**src/lz4d_ram.sv**
```systemverilog
// ----------------------------------------------------------------------------
// Generic RAM
// One write port and one read port with registered read data.
// ----------------------------------------------------------------------------
module lz4d_ram #(
  parameter int unsigned WIDTH = 8,
  parameter int unsigned DEPTH = 256
) (
  input  logic                     clk_i,
  input  logic                     we_i,
  input  logic [$clog2(DEPTH)-1:0] waddr_i,
  input  logic [WIDTH-1:0]         wdata_i,
  input  logic                     re_i,
  input  logic [$clog2(DEPTH)-1:0] raddr_i,
  output logic [WIDTH-1:0]         rdata_o
);

  logic [WIDTH-1:0] mem_q [DEPTH];
  logic [WIDTH-1:0] rdata_q;

  always_ff @(posedge clk_i) begin
    if (we_i) begin
      mem_q[waddr_i] <= wdata_i;
    end
  end

  // A read of the address written in the same cycle returns the old data.
  always_ff @(posedge clk_i) begin
    if (re_i) begin
      rdata_q <= mem_q[raddr_i];
    end
  end

  assign rdata_o = rdata_q;

endmodule

```
**config.mk**
```make
export PLATFORM = sky130hd
export DESIGN_NAME = lz4d_ram
export DESIGN_NICKNAME = d
export VERILOG_FILES = /design/src/lz4d_ram.sv
export SDC_FILE = /design/constraint.sdc
export NUM_CORES = 2
export LEC_CHECK = 0
export BUFFER_PORTS_ARGS = -buffer_cell sky130_fd_sc_hd__buf_4
export CORE_MARGIN = 5
export CORE_UTILIZATION = 40
export CTS_CLUSTER_SIZE = 28
export DETAILED_ROUTE_END_ITERATION = 12
export PLACE_DENSITY_LB_ADDON = 0.2
export SLEW_MARGIN = 10
export SYNTH_ARGS = -nofsm -noshare
export SYNTH_HDL_FRONTEND = slang
export SYNTH_SLANG_ARGS = --single-unit
```
**constraint.sdc**
```tcl
create_clock -name clk_i -period 3.4 [get_ports clk_i]
set_input_delay 0.51 -clock clk_i [delete_from_list [all_inputs] [get_ports clk_i]]
set_output_delay 0.51 -clock clk_i [all_outputs]
set_load 0.005 [all_outputs]
```
==> qor.csv <==
metric,value,unit
tritoncts,yes,
synth-edff-count,2056,
path_max_fanout,1,
synth_nets,3760,
grt_pass1_vias,40300,
gr-max-usage-layer,met2,
synthTopCellsByArea,"edfxtp_1 (78%), mux4_2 (13%), mux2i_1 (1.7%)",
via_per_inst,5.65,
drtIter0Drc,4424,
synth_flop_cell,edfxtp_1,
initial_core_util,0.403,
rsz0062_at_grt,false,
synth_area,79600,µm²
p_leak,29.4,nW
crit_slowest_cell,a221oi_1,
power,53.3,mW
grt_pass1_wl,302000,µm
wl_per_cell,30.0,µm
cts.clk_slew.worst_paths,0.06,ns
fp.dieW,456,µm
synthTopCellsByCount,"edfxtp_1 (2056), mux4_2 (454), nor2_1 (282)",
slew_headroom,0.246,
hold_violations,0,
cp_top_family,compound AO/OA/AOI/OAI gates,
routed_wl,211000,µm
core,198000,µm²
setup_viol,0,
end_kind,flip-flop,
placed_cell_area,86100,µm²
startpoint_type,flip-flop,
crit_arrival,3.65,ns
min_path_type,in2reg,
ios,35,
drive_gt1_frac,0.290,
grtUsageMet1,0.288,
grt.total_usage,0.201,
cts.path.max_buffers,3,
vias,39800,
dieHeight,456,µm
seq_area_frac_synth,0.775,
fp-row-count,163,
met3_usage,0.0335,
post_cts_buffers,0,
critical_path_buf_inv_count,1,
fin_crit_sh,0.903,
worstSetupPathType,reg2reg,
post-synth-top-count-cell,edfxtp_1,
status,finished clean,
cap_violations,0,
irDropWorstVdd,0.448,mV
numPortBuffers,34,
drt-pass1-iter-count,7,
syn2layout_area_growth,16.5,%
fin_skew,0.0453,ns
hpwl,133000,µm
grt_overflow_total,0,
synth_cells,3733,
use_met2,0.324,
grt_max_degree,162,
postRouteAntennaNets,0,
hold_buffers,2,
final_cell_area,92800,µm²
fin_nets,4243,
synth_cell_types,54,
crit_chain,mux4_2 > a22o_1 > a221oi_1 > o221ai_1 > a211oi_1 > buf_4 > nor4_1,
critPathMaxStageDelay,0.84,ns
dieArea,208000,µm²
tns,0,ns
postCtsResizedCells,0,
required,3.97,ns
period_minus_slack,3.07,ns
clock_sinks,2056,
htreeDepth,4,
cts_inserted_buffers,211,
report.final.slew_viol_count,0,
drc,0,
ys.warnings.count,0,
antenna_found_initial,8,
yosys.area.top_type,edfxtp_1,
async_flop_share,0,
cts-root-buf,clkbuf_16,
fmaxAchievable,326,MHz
worst_slew_pin_slew,1.10,ns
p_per_area,574,nW/µm²
syn_avg_cell_area,21.3,µm²
clk_latency,0.86,ns
synth_top_area_frac,0.775,
ys_ff_latch,2056,
gp_congestion,0.787,
rrSetupSlack,0.33,ns
[layer usage]
| metal | vias to the layer above | wire length, µm |
|---|---|---|
| met4 | 2 | 4620 |
| met5 | - | 13 |
| met3 | 268 | 13600 |
| li1 | 16700 | - |
| met2 | 1384 | 103000 |
| met1 | 21400 | 90200 |
[worst paths after layout]
| path | from | end | cells after the start |
|---|---|---|---|
| worst max register to register | mem_q[24][3] | rdata_o[3] | 7 |
| worst max-delay path | mem_q[24][3] | rdata_o[3] | 7 |
| worst min register to register | mem_q[42][6] | rdata_o[6] | 6 |
| worst min-delay path | wdata_i[4] | mem_q[170][4] | 1 |
[report_power, final]
group          internal, mW  switching [mW]
Sequential             28.0          0.0316
Combinational          1.06            1.75
Clock                  12.8            9.74
Total                  41.8            11.5
[stage by stage]
step	setup slack, ns	hold slack, ns	instances	utilization
floorplan	0.814	0.609	3733	-
global placement	-0.461	0.827	6641	0.436
detailed placement	-0.427	0.822	6641	0.436
CTS	0.355	0.111	7031	0.470
global route	0.341	0.126	7032	0.470
finish	0.328	0.122	7033	0.470
[final cells by class]
class,instances,area [µm²]
well taps,2640,3300
clock inverters,126,1170
inverters,2,7.51
multi-input cells,1442,16500
diodes,2,5.00
repair buffers,503,4530
flip-flops and latches,2056,61700
fillers,16400,105000
clock buffers,262,5540
[worst register-to-register path, delay by kind of cell (launching register included)]
kind                   cells  cell delay (ns)
AND/OR/NAND/NOR            1             0.05
flip-flops                 1             0.37
buffers and inverters      1             0.18
multiplexers               1             0.48
AO/OA/AOI/OAI              4             1.74
[state kept, by name, indices dropped and copies added (netlist names)]
register and cells:
mem_q 2048, rdata_o 8
[logic make-up after synthesis]
| group | share of synthesized area |
|---|---|
| compound gates | 0.0342 |
| buf+inv | 0.0183 |
| flops | 0.775 |
| mux | 0.146 |
| simple gates | 0.0263 |
[cells in the final DEF, fill, tap and decap left out, types with 4 or more instances in the layout]
cell type,instances
nor4_2,4
o32ai_1,4
o221ai_1,46
clkbuf_1,48
inv_6,4
nor2_1,279
nor2b_1,28
o21ai_0,10
a211oi_1,16
or2_2,4
bufinv_16,16
buf_12,54
o211ai_1,10
buf_8,10
a22o_1,8
nor3_1,22
nand4_1,10
nand2b_1,8
mux4_2,454
o22ai_1,28
and2_1,5
nand2_1,33
nor4_1,23
a21oi_1,96
buf_4,437
edfxtp_1,2056
mux2i_1,134
a221oi_1,13
nand3_1,31
a22oi_1,133
clkinv_1,47
clkinv_2,41
clkinvlp_4,7
o22a_1,5
clkbuf_16,214
(Power assumes the default switching activity.)
